<file path="src/hw/rtl/bre_pkg.sv">
package bre_pkg;

  typedef struct packed {
    logic run_of_ones;
    logic last_for_item;
    logic end_of_stream;
    logic count_overflow;
  } run_flags_t;

endpackage

</file>
<file path="src/hw/rtl/bre_scan.sv">
module bre_scan import bre_pkg::*; #(
  parameter int WORD_WIDTH = 16
) (
  input  logic                  clk,
  input  logic                  rst_n,
  input  logic                  in_valid,
  output logic                  in_stall,
  input  logic [WORD_WIDTH-1:0] in_word,
  input  logic                  in_last,
  input  logic                  take,
  output logic                  s_valid,
  output logic [WORD_WIDTH-1:0] s_mask,
  output logic                  s_last
);

  logic                  s_valid_r;
  logic                  prev_bit_r;
  logic                  s_last_r;
  logic [WORD_WIDTH-1:0] s_mask_r;
  logic [WORD_WIDTH-1:0] change;
  logic                  accept;

  // Each lane flags a bit that differs from the bit scanned just before it.
  for (genvar i = 0; i < WORD_WIDTH; i++) begin : g_lane
    if (i == WORD_WIDTH - 1) begin : g_top
      assign change[i] = in_word[i] ^ prev_bit_r;
    end else begin : g_inner
      assign change[i] = in_word[i] ^ in_word[i+1];
    end
  end

  assign in_stall = s_valid_r && !take;
  assign accept   = in_valid && !in_stall;

  always_ff @(posedge clk) begin
    if (!rst_n) begin
      s_valid_r  <= 1'b0;
      prev_bit_r <= 1'b0;
    end else begin
      if (accept) begin
        s_valid_r  <= 1'b1;
        prev_bit_r <= in_last ? 1'b0 : in_word[0];
      end else if (take) begin
        s_valid_r <= 1'b0;
      end
    end
  end

  always_ff @(posedge clk) begin
    if (accept) begin
      s_mask_r <= change;
      s_last_r <= in_last;
    end
  end

  assign s_valid = s_valid_r;
  assign s_mask  = s_mask_r;
  assign s_last  = s_last_r;

endmodule

</file>
<file path="src/hw/rtl/bre_merge.sv">
module bre_merge import bre_pkg::*; #(
  parameter int WORD_WIDTH      = 16,
  parameter int RUN_COUNT_WIDTH = 15
) (
  input  logic                       clk,
  input  logic                       rst_n,
  input  logic                       s_valid,
  input  logic [WORD_WIDTH-1:0]      s_mask,
  input  logic                       s_last,
  output logic                       take,
  output logic                       out_valid,
  input  logic                       out_stall,
  output logic [RUN_COUNT_WIDTH-1:0] out_run_length,
  output run_flags_t                 out_flags
);

  localparam int IDX_W = (WORD_WIDTH > 1) ? $clog2(WORD_WIDTH) : 1;
  localparam int CNT_W = $clog2(WORD_WIDTH + 1);
  localparam int SUM_W = ((RUN_COUNT_WIDTH > CNT_W) ? RUN_COUNT_WIDTH : CNT_W) + 1;
  localparam logic [RUN_COUNT_WIDTH-1:0] CMAX = '1;

  logic                       busy_r;
  logic [WORD_WIDTH-1:0]      rem_r;
  logic                       last_r;
  logic [CNT_W-1:0]           rem_bits_r;
  logic                       cur_bit_r;
  logic [RUN_COUNT_WIDTH-1:0] run_count_r;
  logic                       run_sat_r;
  logic                       out_valid_r;
  logic [RUN_COUNT_WIDTH-1:0] out_len_r;
  run_flags_t                 out_flags_r;

  logic [IDX_W-1:0]           hi_idx;
  logic [WORD_WIDTH-1:0]      rem_clr;
  logic                       any;
  logic                       word_end;
  logic                       out_free;
  logic [CNT_W-1:0]           add_bits;
  logic [SUM_W-1:0]           sum;
  logic                       sum_ovf;
  logic [RUN_COUNT_WIDTH-1:0] run_len;
  logic                       run_ovf;
  logic [SUM_W-1:0]           tail_sum;
  logic                       tail_ovf;
  logic [RUN_COUNT_WIDTH-1:0] tail_len;
  logic                       emit;
  logic                       done;

  // The merge picks the highest pending bit change, one per cycle while the output is free.
  always_comb begin
    hi_idx = '0;
    for (int i = 0; i < WORD_WIDTH; i++) begin
      if (rem_r[i]) begin
        hi_idx = IDX_W'(i);
      end
    end
    for (int i = 0; i < WORD_WIDTH; i++) begin
      rem_clr[i] = rem_r[i] && (IDX_W'(i) != hi_idx);
    end
  end

  assign any      = |rem_r;
  assign word_end = (rem_clr == '0) && !last_r;
  assign out_free = !out_valid_r || !out_stall;

  assign add_bits = any ? (rem_bits_r - CNT_W'(1) - CNT_W'(hi_idx)) : rem_bits_r;
  assign sum      = SUM_W'(run_count_r) + SUM_W'(add_bits);
  assign sum_ovf  = sum > SUM_W'(CMAX);
  assign run_len  = sum_ovf ? CMAX : sum[RUN_COUNT_WIDTH-1:0];
  assign run_ovf  = run_sat_r || sum_ovf;

  assign tail_sum = SUM_W'(hi_idx) + SUM_W'(1);
  assign tail_ovf = tail_sum > SUM_W'(CMAX);
  assign tail_len = tail_ovf ? CMAX : tail_sum[RUN_COUNT_WIDTH-1:0];

  assign emit = busy_r && out_free && (any || last_r);
  assign done = busy_r && (any ? (out_free && word_end) : (!last_r || out_free));
  assign take = s_valid && (!busy_r || done);

  always_ff @(posedge clk) begin
    if (!rst_n) begin
      busy_r      <= 1'b0;
      out_valid_r <= 1'b0;
      cur_bit_r   <= 1'b0;
      run_count_r <= '0;
      run_sat_r   <= 1'b0;
      rem_bits_r  <= '0;
    end else begin
      if (emit) begin
        out_valid_r <= 1'b1;
      end else if (!out_stall) begin
        out_valid_r <= 1'b0;
      end

      if (emit && any) begin
        cur_bit_r <= ~cur_bit_r;
        if (word_end) begin
          run_count_r <= tail_len;
          run_sat_r   <= tail_ovf;
        end else begin
          run_count_r <= RUN_COUNT_WIDTH'(1);
          run_sat_r   <= 1'b0;
        end
      end else if (emit) begin
        cur_bit_r   <= 1'b0;
        run_count_r <= '0;
        run_sat_r   <= 1'b0;
      end else if (busy_r && !any && !last_r) begin
        run_count_r <= run_len;
        run_sat_r   <= run_ovf;
      end

      if (take) begin
        busy_r     <= 1'b1;
        rem_bits_r <= CNT_W'(WORD_WIDTH);
      end else begin
        if (done) begin
          busy_r <= 1'b0;
        end
        if (emit && any) begin
          rem_bits_r <= CNT_W'(hi_idx);
        end
      end
    end
  end

  always_ff @(posedge clk) begin
    if (take) begin
      rem_r  <= s_mask;
      last_r <= s_last;
    end else if (emit && any) begin
      rem_r <= rem_clr;
    end
    if (emit) begin
      out_len_r                  <= run_len;
      out_flags_r.run_of_ones    <= cur_bit_r;
      out_flags_r.last_for_item  <= any ? word_end : 1'b1;
      out_flags_r.end_of_stream  <= !any;
      out_flags_r.count_overflow <= run_ovf;
    end
  end

  assign out_valid      = out_valid_r;
  assign out_run_length = out_len_r;
  assign out_flags      = out_flags_r;

`ifndef ASSERT_OFF
  a_eos_is_last: assert property (@(posedge clk) disable iff (!rst_n)
    out_valid_r && out_flags_r.end_of_stream |-> out_flags_r.last_for_item)
    else $error("end of stream result is not the last result of its item");

  a_ovf_len: assert property (@(posedge clk) disable iff (!rst_n)
    out_valid_r && out_flags_r.count_overflow |-> out_len_r == CMAX)
    else $error("overflowed run does not report the maximum length");

  a_flush_clears: assert property (@(posedge clk) disable iff (!rst_n)
    emit && !any |=> !cur_bit_r && run_count_r == '0 && !run_sat_r)
    else $error("run state not cleared after stream flush");

  a_bits_range: assert property (@(posedge clk) disable iff (!rst_n)
    busy_r |-> rem_bits_r <= CNT_W'(WORD_WIDTH))
    else $error("remaining bit count exceeds the word width");
`endif

endmodule

</file>
<file path="src/hw/rtl/bit_run_length_encoder.sv">
// Binary run-length encoder. Each input item is one word plus a last flag;
// the word is scanned from its top bit down and the lengths of alternating
// runs of equal bits come out, one run per output item, starting with a
// zeros run that may be empty. A word marked last also flushes the open run
// and starts a new stream. Both channels use valid and stall; an item moves
// at a clock edge with valid high and stall low.
// One lane per bit flags the bit changes as the word is taken into the scan
// register; the merge stage then emits one run per cycle into the output
// register, unless the output is stalled. A word's first run passes the scan
// register and the merge stage's registers before the output register. A
// word stays in the merge stage for one run per bit change, plus the flush
// of a last word, and a word without changes that is not last passes
// through without a run. The next word waits in the scan register meanwhile.
// Reset (rst_n low at a clock edge) empties all stages and restarts the
// stream with a zeros run of length zero. While out_stall is high a valid
// output item holds, the merge stage emits no run over it, and in_stall rises
// once the scan register holds a word waiting for the merge stage.
module bit_run_length_encoder import bre_pkg::*; #(
  parameter int WORD_WIDTH      = 16,
  parameter int RUN_COUNT_WIDTH = 15
) (
  input  logic                       clk,
  input  logic                       rst_n,
  input  logic                       in_valid,
  output logic                       in_stall,
  input  logic [WORD_WIDTH-1:0]      in_sample_word,
  input  logic                       in_last_word,
  output logic                       out_valid,
  input  logic                       out_stall,
  output logic [RUN_COUNT_WIDTH-1:0] out_run_length,
  output logic                       out_run_of_ones,
  output logic                       out_last_for_item,
  output logic                       out_end_of_stream,
  output logic                       out_count_overflow
);

  logic                  s_valid;
  logic [WORD_WIDTH-1:0] s_mask;
  logic                  s_last;
  logic                  take;
  run_flags_t            flags;

  bre_scan #(
    .WORD_WIDTH(WORD_WIDTH)
  ) u_scan (
    .clk      (clk),
    .rst_n    (rst_n),
    .in_valid (in_valid),
    .in_stall (in_stall),
    .in_word  (in_sample_word),
    .in_last  (in_last_word),
    .take     (take),
    .s_valid  (s_valid),
    .s_mask   (s_mask),
    .s_last   (s_last)
  );

  bre_merge #(
    .WORD_WIDTH      (WORD_WIDTH),
    .RUN_COUNT_WIDTH (RUN_COUNT_WIDTH)
  ) u_merge (
    .clk            (clk),
    .rst_n          (rst_n),
    .s_valid        (s_valid),
    .s_mask         (s_mask),
    .s_last         (s_last),
    .take           (take),
    .out_valid      (out_valid),
    .out_stall      (out_stall),
    .out_run_length (out_run_length),
    .out_flags      (flags)
  );

  assign out_run_of_ones    = flags.run_of_ones;
  assign out_last_for_item  = flags.last_for_item;
  assign out_end_of_stream  = flags.end_of_stream;
  assign out_count_overflow = flags.count_overflow;

endmodule

</file>
<file path="config.mk">
export PLATFORM = sky130hd
export DESIGN_NAME = bit_run_length_encoder
export DESIGN_NICKNAME = d
export VERILOG_FILES = /design/src/hw/rtl/bre_pkg.sv /design/src/hw/rtl/bre_scan.sv /design/src/hw/rtl/bre_merge.sv /design/src/hw/rtl/bit_run_length_encoder.sv
export SDC_FILE = /design/constraint.sdc
export NUM_CORES = 1
export LEC_CHECK = 0
export ABC_AREA = 1
export BUFFER_PORTS_ARGS = -buffer_cell sky130_fd_sc_hd__buf_4
export CAP_MARGIN = 20
export CORE_UTILIZATION = 30
export CTS_CLUSTER_SIZE = 30
export DETAILED_ROUTE_END_ITERATION = 8
export GPL_ROUTABILITY_DRIVEN = 0
export GPL_TIMING_DRIVEN = 0
export PLACE_DENSITY = 0.58
export SYNTH_ARGS = -nofsm -noshare
export SYNTH_HDL_FRONTEND = slang
export SYNTH_HIERARCHICAL = 1
export SYNTH_SLANG_ARGS = --single-unit
</file>
<file path="constraint.sdc">
create_clock -name clk -period 4.05 [get_ports clk]
set_clock_uncertainty 0.05 [all_clocks]
set_input_delay 0.2025 -clock clk [delete_from_list [all_inputs] [get_ports clk]]
set_output_delay 0.2025 -clock clk [all_outputs]
set_load 0.1 [all_outputs]
</file>
======== Word-level counts from Yosys, hierarchy flattened ========
Index checks and enable logic that the tools add are counted.
storage, ports and cells
  input bits .............................. 21
  bits in registers ....................... 79
  word-level logic and storage cells ...... 146
  output and inout port bits .............. 21
operators by class
  $add $sub $neg .......................... 4
  multiplexer cells ....................... 40
  magnitude comparators ................... 2
  equality and inequality tests ........... 16
  reduce and logical (&&, ||, !) cells .... 48
  bitwise gates (word level) .............. 18
operators with widths
  kind                                                                               number
  15-bit 2-to-1 mux                                                                  6
  16-bit by 15-bit greater-than comparator with 1-bit output, second input constant  2
  16-bit 2-to-1 mux                                                                  2
  4-bit 2-to-1 mux                                                                   8
  4-bit != test, first input constant                                                8
  1-bit logical AND                                                                  27
  15-bit by 5-bit adder with 16-bit output                                           1
  16-bit logical NOT                                                                 1
  3-bit by 4-bit != test with 1-bit output, first input constant                     4
  16-bit OR reduction                                                                1
  1-bit bitwise XOR                                                                  16
  1-bit 2-to-1 mux                                                                   15
  5-bit 2-to-1 mux                                                                   3
  3-bit 2-to-1 mux                                                                   4
  2-bit by 4-bit != test with 1-bit output, first input constant                     2
  2-bit nonzero test                                                                 4
  1-bit logical NOT                                                                  7
  4-bit by 1-bit adder with 5-bit output, second input constant                      1
  1-bit logical OR                                                                   5
  5-bit by 1-bit subtractor with 5-bit output, second input constant                 1
  5-bit by 4-bit subtractor with 5-bit output                                        1
  2-bit 2-to-1 mux                                                                   2
  1-bit by 4-bit != test with 1-bit output, first input constant                     1
  4-bit nonzero test                                                                 1
  4 further kinds                                                                    5

======== Longest topological paths before layout ========
Gate-level depths: netlist of the first run.
  depth in word-level cells ............... 29
  depth in mapped cells ................... 36

======== Cells and area by module ========
The synthesis of the first run kept the hierarchy.
by module, submodules not included
  module     cells an instance  times used  area an instance (sq um)
  bre_merge  410                1           3350.7
  bre_scan   47                 1           744.5

======== Worst setup path before layout of the first run ========
Ideal clock, no wire load.
  kind .................................... register to register
  from .................................... register u_merge.rem_r[2]
  to ...................................... register u_scan.s_last_r (netlist: u_scan/s_last) (enable)
  slack ................................... -216 ps
  stages on the path, launching flop included .. 34
  path buffers ............................ 1
  period minus slack after synthesis ...... 4266 ps
  data required time ...................... 3609 ps
  arrival ................................. 3825 ps
  cells stage by stage .................... edfxtp_1 -> inv_1 -> nand2_1 -> nand2_1 -> nand2_1 -> nand2_1 -> nand2_1 -> nand2_1 -> nand2_1 -> nand2_1 -> nand2_1 -> nand2_1 -> nand2_1 -> nand2_1 -> nand2_1 -> nand2_1 -> ha_1 -> inv_1 -> nor2_1 -> nor2_1 -> nor3_1 -> nand2_1 -> nor2_1 -> nand3_1 -> nand2_1 -> nand2_1 -> nand2_2 -> nand2_4 -> clkinv_4 -> buf_6 -> inv_1 -> nand2_2 -> inv_1 -> nor2_1
on the way
  word-level cells in the longest chain between the ends .. 27
  elaborated cells on any way between the ends .. 58
  those cells by class .................... 15 x eq/ne; 15 x mux; 28 x reduce/logical
RTL lines
  item                                                              line                          source
  from (decl)                                                       bre_merge.sv:23               logic [WORD_WIDTH-1:0] rem_r;
  from (signal assigned)                                            bre_merge.sv:129              rem_r <= s_mask;
  from (signal assigned)                                            bre_merge.sv:132              rem_r <= rem_clr;
  2-bit 2-to-1 mux * (2 in series)                                  bre_merge.sv:53               if (rem_r[i]) begin
  3-bit 2-to-1 mux * (4 in series)                                  bre_merge.sv:53
  4-bit 2-to-1 mux * (8 in series)                                  bre_merge.sv:53
  net u_merge.hi_idx[0]                                             bre_merge.sv:33               logic [IDX_W-1:0] hi_idx;
  1-bit by 4-bit != test with 1-bit output (tied with other cells)  bre_merge.sv:58               rem_clr[i] = rem_r[i] && (IDX_W'(i) != hi_idx);
  1-bit logical AND                                                 bre_merge.sv:58
  16-bit logical NOT *                                              bre_merge.sv:63               assign word_end = (rem_clr == '0) && !last_r;
  1-bit logical AND *                                               bre_merge.sv:63
  (+4 left out)                                                     -
  1-bit logical AND *                                               bre_merge.sv:78               assign take = s_valid && (!busy_r || done);
  net take                                                          bit_run_length_encoder.sv:40  logic take;
  1-bit logical NOT *                                               bre_scan.sv:32                assign in_stall = s_valid_r && !take;
  1-bit logical AND *                                               bre_scan.sv:32
  net in_stall                                                      bit_run_length_encoder.sv:25  output logic in_stall,
  1-bit logical NOT *                                               bre_scan.sv:33                assign accept = in_valid && !in_stall;
  1-bit logical AND *                                               bre_scan.sv:33
  net u_scan.accept                                                 bre_scan.sv:21                logic accept;
  to (signal assigned)                                              bre_scan.sv:52                s_last_r <= in_last;
  to (decl)                                                         bre_scan.sv:18                logic s_last_r;
Mark *: on every way through the listed nets, which the timed path passes. The rest lies on a longest branch.
A chain may end at the register's enable or synchronous reset.

======== Final worst setup path of the first run ========
  from .................................... register u_merge.rem_r[2]
  to ...................................... register u_merge.out_len_r[6] (netlist: u_merge/out_run_length[6]), data pin
on the way
  word-level cells in the longest chain between the ends .. 19
  elaborated cells on any way between the ends .. 20
  those cells by class .................... 2 x add/sub; 1 x order compare; 16 x mux; 1 x reduce/logical
RTL lines
  item                                                        line              source
  2-bit 2-to-1 mux (2 in series)                              bre_merge.sv:53
  3-bit 2-to-1 mux (4 in series)                              bre_merge.sv:53
  4-bit 2-to-1 mux (8 in series)                              bre_merge.sv:53
  5-bit by 4-bit subtractor with 5-bit output                 bre_merge.sv:66   assign add_bits = any ? (rem_bits_r - CNT_W'(1) - CNT_W'(hi_idx)) : rem_bits_r;
  5-bit 2-to-1 mux *                                          bre_merge.sv:66
  15-bit by 5-bit adder with 16-bit output *                  bre_merge.sv:67   assign sum = SUM_W'(run_count_r) + SUM_W'(add_bits);
  16-bit by 15-bit greater-than comparator with 1-bit output  bre_merge.sv:68   assign sum_ovf = sum > SUM_W'(CMAX);
  15-bit 2-to-1 mux *                                         bre_merge.sv:69   assign run_len = sum_ovf ? CMAX : sum[RUN_COUNT_WIDTH-1:0];
  net u_merge.run_len[6]                                      bre_merge.sv:41   logic [RUN_COUNT_WIDTH-1:0] run_len;
  to (signal assigned)                                        bre_merge.sv:135  out_len_r <= run_len;
  to (decl)                                                   bre_merge.sv:30   logic [RUN_COUNT_WIDTH-1:0] out_len_r;
Marked as above.

==> results_dict.tcl, run 1 <==
set metrics [dict create \
    status "completed" \
    synth-seq-area-share_pct 51.57 \
    p_sw_w 0.0007348 \
    antenna_found_initial 0 \
    row_count 42 \
    setup_viol 0 \
    startpoint_type "flip-flop" \
    htreeDepth 3 \
    yosys-top-cells-area "edfxtp_1, dfxtp_1, nand2_1" \
    vias 3317 \
    crit_top_cell "buf_4" \
    period_minus_slack_ps 4033 \
    synth_area_per_cell_um2 8.961 \
    clkLatencyLatePin_ps 340 \
    cts.clk_slew.worst_paths_ps 60 \
    ys.flop_type "edfxtp_1" \
    wl_um 8991 \
    io_buffers 41 \
    wl_per_cell_um 12.23 \
    syn_nets 494 \
    hold_viol 0 \
    crit_buf_inv 15 \
    cts_root_buf "clkbuf_16" \
    final_antenna_net_count 0 \
    globalRouteTotalUtil_pct 12.71 \
    ys_warn_count 6 \
    first_iter_violations 145 \
    die_x_um 118.8 \
    clockBufferDepth 2 \
    ys_ff_latch 79 \
    cp_top_family "buffers and inverters" \
    grt_pass1_vias 3093 \
    numCtsBuffers 9 \
    synthArstFlopShare_pct 0 \
    core_area_mm2 0.01330 \
    cts.sinks 79 \
    syn_area_mm2 0.004095 \
    grt_pass1_wl_um 14050 \
    clockPowerShare_pct 33.5 \
    rsz0062_at_grt "yes" \
    powerDensity_mw_per_mm2 432.7 \
    ir_worst_vdd_mv 0.2340 \
    synth_edf_count 53 \
    p_seq_share_pct 40.5 \
    initial_utilization_pct 30.80 \
    maxCapViolCount 0 \
    worstSetupPathType "reg -> reg" \
    p_leak_nw 2.412 \
    tightest_slew_ps 806.5 \
    setup_ws_ps 16.98 \
    crit_arrival_ps 4090 \
    hpwl_um 6147 \
    hold_class "in -> reg" \
    comb_power_share_pct 25.9 \
    fillers 1256 \
    gr-total-overflow 0 \
    antennaDiodeCount 0 \
    critical-path-max-stage-delay_ps 450 \
    maxSlewHeadroom_pct 46.18 \
    synth_area_leader_cell "edfxtp_1" \
    nets 591 \
    slowest_stage "fa_1" \
    sw_frac_of_total_pct 30.17 \
    end_kind "flip-flop" \
    crit_fanout 8 \
    grt_max_degree 21 \
    pin_count 42 \
    place_ws_ps -522.3 \
    holdWs_ps 78.18 \
    vias_per_cell 4.513 \
    max_freq_mhz 248.0 \
    dieHeight_um 118.8 \
    yosysTopAreaCellShare_pct 38.86 \
    final_cell_mix "nand2_1, buf_4, edfxtp_1" \
    final_common_cell "nand2_1" \
    yosysUniqueCellTypes 36 \
    layout-drive-gt1-share_pct 32.56 \
    die-area_mm2 0.01412 \
    fin_crit_sh_pct 99.58 \
    synthCells 457 \
    first_pass_iters 4 \
    maxSlewViolCount 0 \
    worstPathRequired_ps 4100 \
    p_int_w 0.001701 \
    cts_tree "built" \
    drc_errors 0 \
    area_delta_synth_final_pct 37.49 \
]
worst paths after layout:
kind	from	to	slack [ps]	cells past startpoint
worst max-delay path	u_merge/rem_r[2]$_DFFE_PP_	u_merge/out_run_length[6]$_DFFE_PP_	20	28
worst min-delay path	in_valid	u_scan/prev_bit_r$_SDFFE_PN0P_	80	3
worst max register to register	u_merge/rem_r[2]$_DFFE_PP_	u_merge/out_run_length[6]$_DFFE_PP_	20	28
worst min register to register	u_scan/s_last$_DFFE_PP_	u_merge/last_r$_DFFE_PP_	380	0
worst register-to-register path, delay by kind of cell, from the launching register on:
| kind | cells | cell delay (ps) |
|---|---|---|
| and+or+nand+nor | 8 | 860 |
| buffers and inverters | 15 | 1480 |
| DFF | 1 | 420 |
| adders and majority gates | 2 | 670 |
| AOI/OAI and AO/OA | 3 | 300 |
power groups by stage:
| stage | sequential [W] | combinational (W) | clock (W) |
|---|---|---|---|
| after global placement | 0.00100 | 0.000459 | 0 |
| after floorplan | 0.00110 | 0.000256 | 0 |
| after detailed placement | 0.00100 | 0.000469 | 0 |
| final | 0.000988 | 0.000632 | 0.000817 |
| after global routing | 0.000995 | 0.000689 | 0.000876 |
| after CTS | 0.000986 | 0.000511 | 0.000839 |
final cells by class:
type / instances / area [um^2] / area share [%]
clock inverters: 3 / 41.29 / 0.7333
repair inverters: 1 / 8.758 / 0.1556
plain buffers: 5 / 33.78 / 0.6000
multi-input cells: 317 / 2016 / 35.80
well taps: 176 / 220.2 / 3.911
flip-flops and latches: 79 / 2112 / 37.51
clock buffers: 13 / 260.3 / 4.622
inverters: 55 / 226.5 / 4.022
repair buffers: 86 / 711.9 / 12.64
sequential cells by signal, indices dropped and copies added, names as in the netlist, 4 cells and up:
register	flops
u_merge/run_count_r	15
u_merge/rem_bits_r	5
u_scan/s_mask	16
u_merge/rem_r	16
u_merge/out_run_length	15
u_merge/out_flags	4
synth_stat cells, types with 4 or more instances:
cell type and n:
nand2_1 136, ha_1 14, nor3_1 4, xor2_1 22, nor2_2 5, xnor2_1 4
o21ai_1 17, nand3_1 23, a21oi_1 31, o211ai_1 4, edfxtp_1 53, o21ai_0 15
nor2_1 20, dfxtp_1 26, nand2_2 4, inv_1 50
what timing repair did:
action                                  4_1_cts  5_1_grt
hold buffers                                  1        0
gates resized for setup                      22       73
endpoints found under the setup margin       50       66
pin swaps                                     9       28
setup buffers                                19       24
gates cloned                                  0        2
hold endpoints to repair                      1        0
cells by family (layout without fill, tap and decap cells):
group	count (synthesis)	in the layout	share of synthesized area, %
compound gates	71	71	9.166
xor+xnor	26	26	5.560
fa+ha+maj	16	16	5.255
buf+inv	61	163	6.172
flops	79	79	51.57
simple gates	204	204	22.27
metal layers:
layer	vias to the layer above	share of wire, %	GRT usage (%)
li1	1697	-	-
met1	1550	46	15.16
met2	61	49	21.31
met3	9	3.5	3.784
met4	0	1.3	5.222
met5	-	0	0
per-stage QoR:
step / power, W / util (%) / instances / cell area [um^2] / TNS [ps]
2_1_floorplan: 0.001353 / - / 457 / 4098 / 0
3_3_place_gp: 0.001461 / 34.79 / 674 / 4626 / -13260
3_5_place_dp: 0.001472 / 34.79 / 674 / 4626 / -15560
4_1_cts: 0.002336 / 38.77 / 710 / 5155 / -27.56
5_1_grt: 0.002559 / 42.35 / 735 / 5630 / -4518
6_report: 0.002436 / 42.35 / 735 / 5630 / 0
Power figures use the tool's default switching activity.
==> run 2, diff against run 1 <==
Settings changed: CORE_UTILIZATION 30 to 53, PLACE_DENSITY 0.58 to 0.86.
==> results_dict.tcl, run 2 (synthesis gave the netlist of run 1 again) <==
set metrics [dict create \
    clockBufferDepth 2 \
    cts_root_buf "clkbuf_8" \
    p_sw_w 0.0007274 \
    crit_buf_inv 4 \
    numCtsBuffers 9 \
    maxCapViolCount 0 \
    drc_errors 0 \
    setup_viol 16 \
    powerDensity_mw_per_mm2 417.5 \
    tightest_slew_ps 828.4 \
    globalRouteTotalUtil_pct 22.22 \
    row_count 31 \
    p_int_w 0.001481 \
    crit_top_cell "nand2_1" \
    worstPathRequired_ps 4230 \
    hold_class "in -> reg" \
    sw_frac_of_total_pct 32.93 \
    rrSetupSlack_ps -130 \
    max_freq_mhz 239.4 \
    cts.sinks 79 \
    gr-total-overflow 0 \
    p_seq_share_pct 44.7 \
    first_pass_iters 5 \
    ir_worst_vdd_mv 0.2868 \
    place_area_mm2 0.004529 \
    dieHeight_um 89.90 \
    worstSetupPathType "reg -> reg" \
    hpwl_um 5841 \
    violations "setup timing" \
    comb_power_share_pct 27.6 \
    endpoint "u_merge/run_count_r[12]$_SDFFE_PN0P_" \
    r2r-start "u_merge/rem_r[8]$_DFFE_PP_" \
    final_cell_mix "nand2_1, buf_4, edfxtp_1" \
    wl_um 9847 \
    pin_count 42 \
    wl_per_cell_um 15.31 \
    nets 576 \
    antenna_found_initial 0 \
    end_kind "flip-flop" \
    clkLatencyLatePin_ps 360 \
    fin_setup_tns_ps -854.9 \
    multi_input_area_mm2 0.001997 \
    grt_pass1_vias 3280 \
    rsz0062_at_grt "yes" \
    crit_arrival_ps 4360 \
    grt_max_degree 21 \
    critical-path-max-stage-delay_ps 440 \
    r2r_cells 24 \
    area_delta_synth_final_pct 29.18 \
    maxSlewViolCount 0 \
    hold_viol 0 \
    startpoint_type "flip-flop" \
    path_depth 24 \
    maxSlewHeadroom_pct 44.71 \
    final_common_cell "nand2_1" \
    htreeDepth 3 \
    clockPowerShare_pct 27.6 \
    path_cells "nor2_2, nand2_2, o21ai_0, inv_1, ha_1, a21oi_1, nand2_1, xnor2_1, nand2_1, o21ai_0, inv_1, ha_1, inv_1, o21ai_1, nand2_1, a21oi_2, nand2_2, nor2_4, buf_4, nand2_1, xor2_1, nand2_4, nand2_1, a21oi_1" \
    initial_utilization_pct 55.57 \
    critPathLaunch "u_merge/rem_r[8]$_DFFE_PP_" \
    die_x_um 89.90 \
    setup_ws_ps -126.4 \
    status "complete, but fails checks" \
    layout-drive-gt1-share_pct 30.88 \
    grt_pass1_wl_um 14040 \
    die-area_mm2 0.008082 \
    slowest_stage "edfxtp_1" \
    p_leak_nw 2.288 \
    cts.clk_slew.worst_paths_ps 80 \
    crit_fanout 6 \
    r2r_end "u_merge/run_count_r[12]$_SDFFE_PN0P_" \
    period_minus_slack_ps 4176 \
    vias_per_cell 5.474 \
    io_buffers 41 \
    cp_top_family "compound AO/OA/AOI/OAI gates" \
    fillers 487 \
    first_iter_violations 253 \
    final_antenna_net_count 0 \
    fin_crit_sh_pct 103.1 \
    antennaDiodeCount 0 \
    final_area_mm2 0.005290 \
    cts_tree "built" \
    core_area_mm2 0.007370 \
    regArea_mm2 0.002112 \
    vias 3520 \
]
-- run 2: power groups by stage --
stage	registers, W	logic [W]	clock network (W)
2_1_floorplan	0.00110	0.000256	0
3_3_place_gp	0.000999	0.000448	0
3_5_place_dp	0.00100	0.000464	0
4_1_cts	0.000984	0.000497	0.000610
5_1_grt	0.000994	0.000656	0.000642
6_report	0.000988	0.000610	0.000610
-- run 2: how the worst min path moves through the flow --
stage                     cells after the start          from  slack, ps                             end
after global placement                        1  in_last_word        340         u_scan/s_last$_DFFE_PP_
after global routing                          3      in_valid         80  u_scan/prev_bit_r$_SDFFE_PN0P_
after CTS                                     3      in_valid         60  u_scan/prev_bit_r$_SDFFE_PN0P_
final                                         3      in_valid         60  u_scan/prev_bit_r$_SDFFE_PN0P_
after floorplan                               0  in_last_word        250         u_scan/s_last$_DFFE_PP_
after detailed placement                      1  in_last_word        350         u_scan/s_last$_DFFE_PP_
-- run 2: what timing repair did --
item | CTS | global route
endpoints found under the hold margin | 1 | 0
setup buffers | 9 | 19
hold buffers | 1 | 0
gates resized for setup | 21 | 66
setup endpoints to repair | 50 | 66
cloned | 0 | 1
pin swaps | 8 | 25
-- run 2: layout make-up --
| cell class | instances | share of cell area (%) |
|---|---|---|
| Buffer | 6 | 0.8515 |
| Clock buffer | 11 | 2.886 |
| Clock inverter | 5 | 1.064 |
| Inverter | 55 | 4.234 |
| Multi-Input combinational cell | 317 | 37.75 |
| Sequential cell | 79 | 39.92 |
| Tap cell | 99 | 2.342 |
| Timing Repair Buffer | 71 | 10.95 |
-- run 2: tightest hold or removal path: cells and delay by family --
| kind | cells | cell delay (ps) |
|---|---|---|
| and+or+nand+nor | 1 | 90 |
| AOI/OAI and AO/OA | 1 | 60 |
| buffers and inverters | 1 | 90 |
-- run 2: routing by layer --
metal	GRT usage (%)	part of all wire [%]	wire length (um)
met1	25.20	39	3866
met2	37.76	50	4961
met3	5.076	6.2	614
met4	14.38	4.1	405
met5	0	0	0
-- run 2: per-stage QoR --
step                cells  util, %  hold slack (ps)  power (W)  setup slack [ps]
floorplan             457        -            251.4   0.001353             57.97
global placement      597    61.46            343.3   0.001447            -354.0
detailed placement    597    61.46            345.5   0.001466            -599.6
CTS                   623    66.25            61.45   0.002091            -22.54
global route          643    71.78            80.71   0.002292            -392.7
finish                643    71.78            57.97   0.002209            -126.4
==> run 3, diff against run 2 <==
Settings changed: MAX_ROUTING_LAYER from default to met4.
==> results_dict.tcl, run 3 (synthesis gave the netlist of run 1 again) <==
set metrics [dict create \
    status "complete, but fails checks" \
    violations "setup timing" \
    cts_tree "built" \
    clockBufferDepth 2 \
    core_area_mm2 0.007370 \
    vias_per_cell 5.509 \
    dieHeight_um 89.90 \
    comb_power_share_pct 27.6 \
    period_minus_slack_ps 4167 \
    row_count 31 \
    crit_fanout 4 \
    die-area_mm2 0.008082 \
    wl_um 9840 \
    worstPathRequired_ps 4230 \
    p_leak_nw 2.290 \
    final_antenna_net_count 0 \
    maxSlewViolCount 0 \
    final_common_cell "nand2_1" \
    sw_frac_of_total_pct 32.79 \
    cts.sinks 79 \
    wl_per_cell_um 15.30 \
    fillers 484 \
    maxCapViolCount 0 \
    final_cell_mix "nand2_1, buf_4, edfxtp_1" \
    first_pass_iters 5 \
    startpoint_type "flip-flop" \
    hold_viol 0 \
    p_seq_share_pct 44.8 \
    nets 576 \
    rrSetupSlack_ps -120 \
    cts_root_buf "clkbuf_8" \
    grt_max_degree 21 \
    hold_class "in -> reg" \
    numCtsBuffers 9 \
    crit_top_cell "nand2_1" \
    rsz0062_at_grt "yes" \
    io_buffers 41 \
    area_delta_synth_final_pct 29.30 \
    die_x_um 89.90 \
    final_util_pct 71.85 \
    clkLatencyLatePin_ps 360 \
    globalRouteTotalUtil_pct 22.89 \
    fin_crit_sh_pct 102.9 \
    tightest_slew_ps 824.4 \
    fin_setup_tns_ps -877.0 \
    gr-total-overflow 0 \
    grt_pass1_vias 3277 \
    antennaDiodeCount 0 \
    hpwl_um 5841 \
    max_freq_mhz 240.0 \
    setup_ws_ps -116.6 \
    pin_count 42 \
    powerDensity_mw_per_mm2 416.3 \
    initial_utilization_pct 55.57 \
    critical-path-max-stage-delay_ps 420 \
    slowest_stage "fa_2" \
    p_int_w 0.001481 \
    worstSetupPathType "reg -> reg" \
    drc_errors 0 \
    end_kind "flip-flop" \
    first_iter_violations 329 \
    maxSlewHeadroom_pct 44.98 \
    grt_pass1_wl_um 14060 \
    layout-drive-gt1-share_pct 30.70 \
    ir_worst_vdd_mv 0.2864 \
    vias 3542 \
    clockPowerShare_pct 27.5 \
    cts.clk_slew.worst_paths_ps 80 \
    htreeDepth 3 \
    antenna_found_initial 0 \
    setup_viol 16 \
    crit_arrival_ps 4340 \
    holdWs_ps 62.40 \
    p_sw_w 0.0007228 \
]
-- run 3: cell counts in the layout (fill, tap and decap cells not counted) --
Identical to the previous run, type by type.
-- run 3: critical path, delay by kind of cell (launching register included) --
kind                     cells  cell delay, ps
AO/OA/AOI/OAI                5             610
XOR/XNOR                     2             450
adder cells (fa/ha/maj)      3             880
buffers and inverters        3             250
flip-flops                   1             410
AND/OR/NAND/NOR             20            1360
-- run 3: routing by layer --
metal / vias up / part of all wire, % / GRT usage [%]
met5: - / 0 / -
met3: 37 / 6.4 / 4.992
met1: 1661 / 39 / 25.31
met2: 171 / 51 / 37.76
li1: 1673 / - / -
met4: 0 / 3.5 / 14.38
-- run 3: power by group through the flow --
stage	clock network [W]	registers, W	logic (W)
floorplan	0	0.00110	0.000256
global placement	0	0.000999	0.000448
detailed placement	0	0.00100	0.000464
CTS	0.000610	0.000984	0.000497
global route	0.000642	0.000993	0.000656
finish	0.000607	0.000988	0.000609
-- run 3: stage by stage --
step	total power [W]	area, um^2	setup slack (ps)	instances
finish	0.002204	5295	-116.6	643
global route	0.002292	5295	-460.3	643
CTS	0.002091	4882	-22.54	623
detailed placement	0.001466	4529	-599.6	597
global placement	0.001447	4529	-354.0	597
floorplan	0.001353	4098	57.97	457
-- run 3: final timing paths --
| path | endpoint | start | depth (start not counted) |
|---|---|---|---|
| setup / recovery | u_merge/run_count_r[12]$_SDFFE_PN0P_ | u_merge/rem_r[2]$_DFFE_PP_ | 33 |
| hold / removal | u_scan/prev_bit_r$_SDFFE_PN0P_ | in_valid | 3 |
| setup reg to reg | u_merge/run_count_r[12]$_SDFFE_PN0P_ | u_merge/rem_r[2]$_DFFE_PP_ | 33 |
| hold reg to reg | u_merge/last_r$_DFFE_PP_ | u_scan/s_last$_DFFE_PP_ | 0 |
-- run 3: what timing repair did --
item / 4_1_cts / 5_1_grt
pin swaps: 8 / 25
hold buffers: 1 / 0
buffers inserted: 9 / 19
hold endpoints to repair: 1 / 0
gates resized for setup: 21 / 66
gates cloned: 0 / 1
setup endpoints to repair: 50 / 66
-- run 3: final cells by class --
type / instances / area [um^2] / area share [%]
Sequential cell: 79 / 2112 / 39.89
Multi-Input combinational cell: 317 / 2002 / 37.81
Timing Repair Buffer: 71 / 579.3 / 10.94
Inverter: 55 / 224.0 / 4.230
Clock buffer: 11 / 152.6 / 2.883
Tap cell: 99 / 123.9 / 2.339
Clock inverter: 5 / 56.30 / 1.063
Buffer: 6 / 45.04 / 0.8507
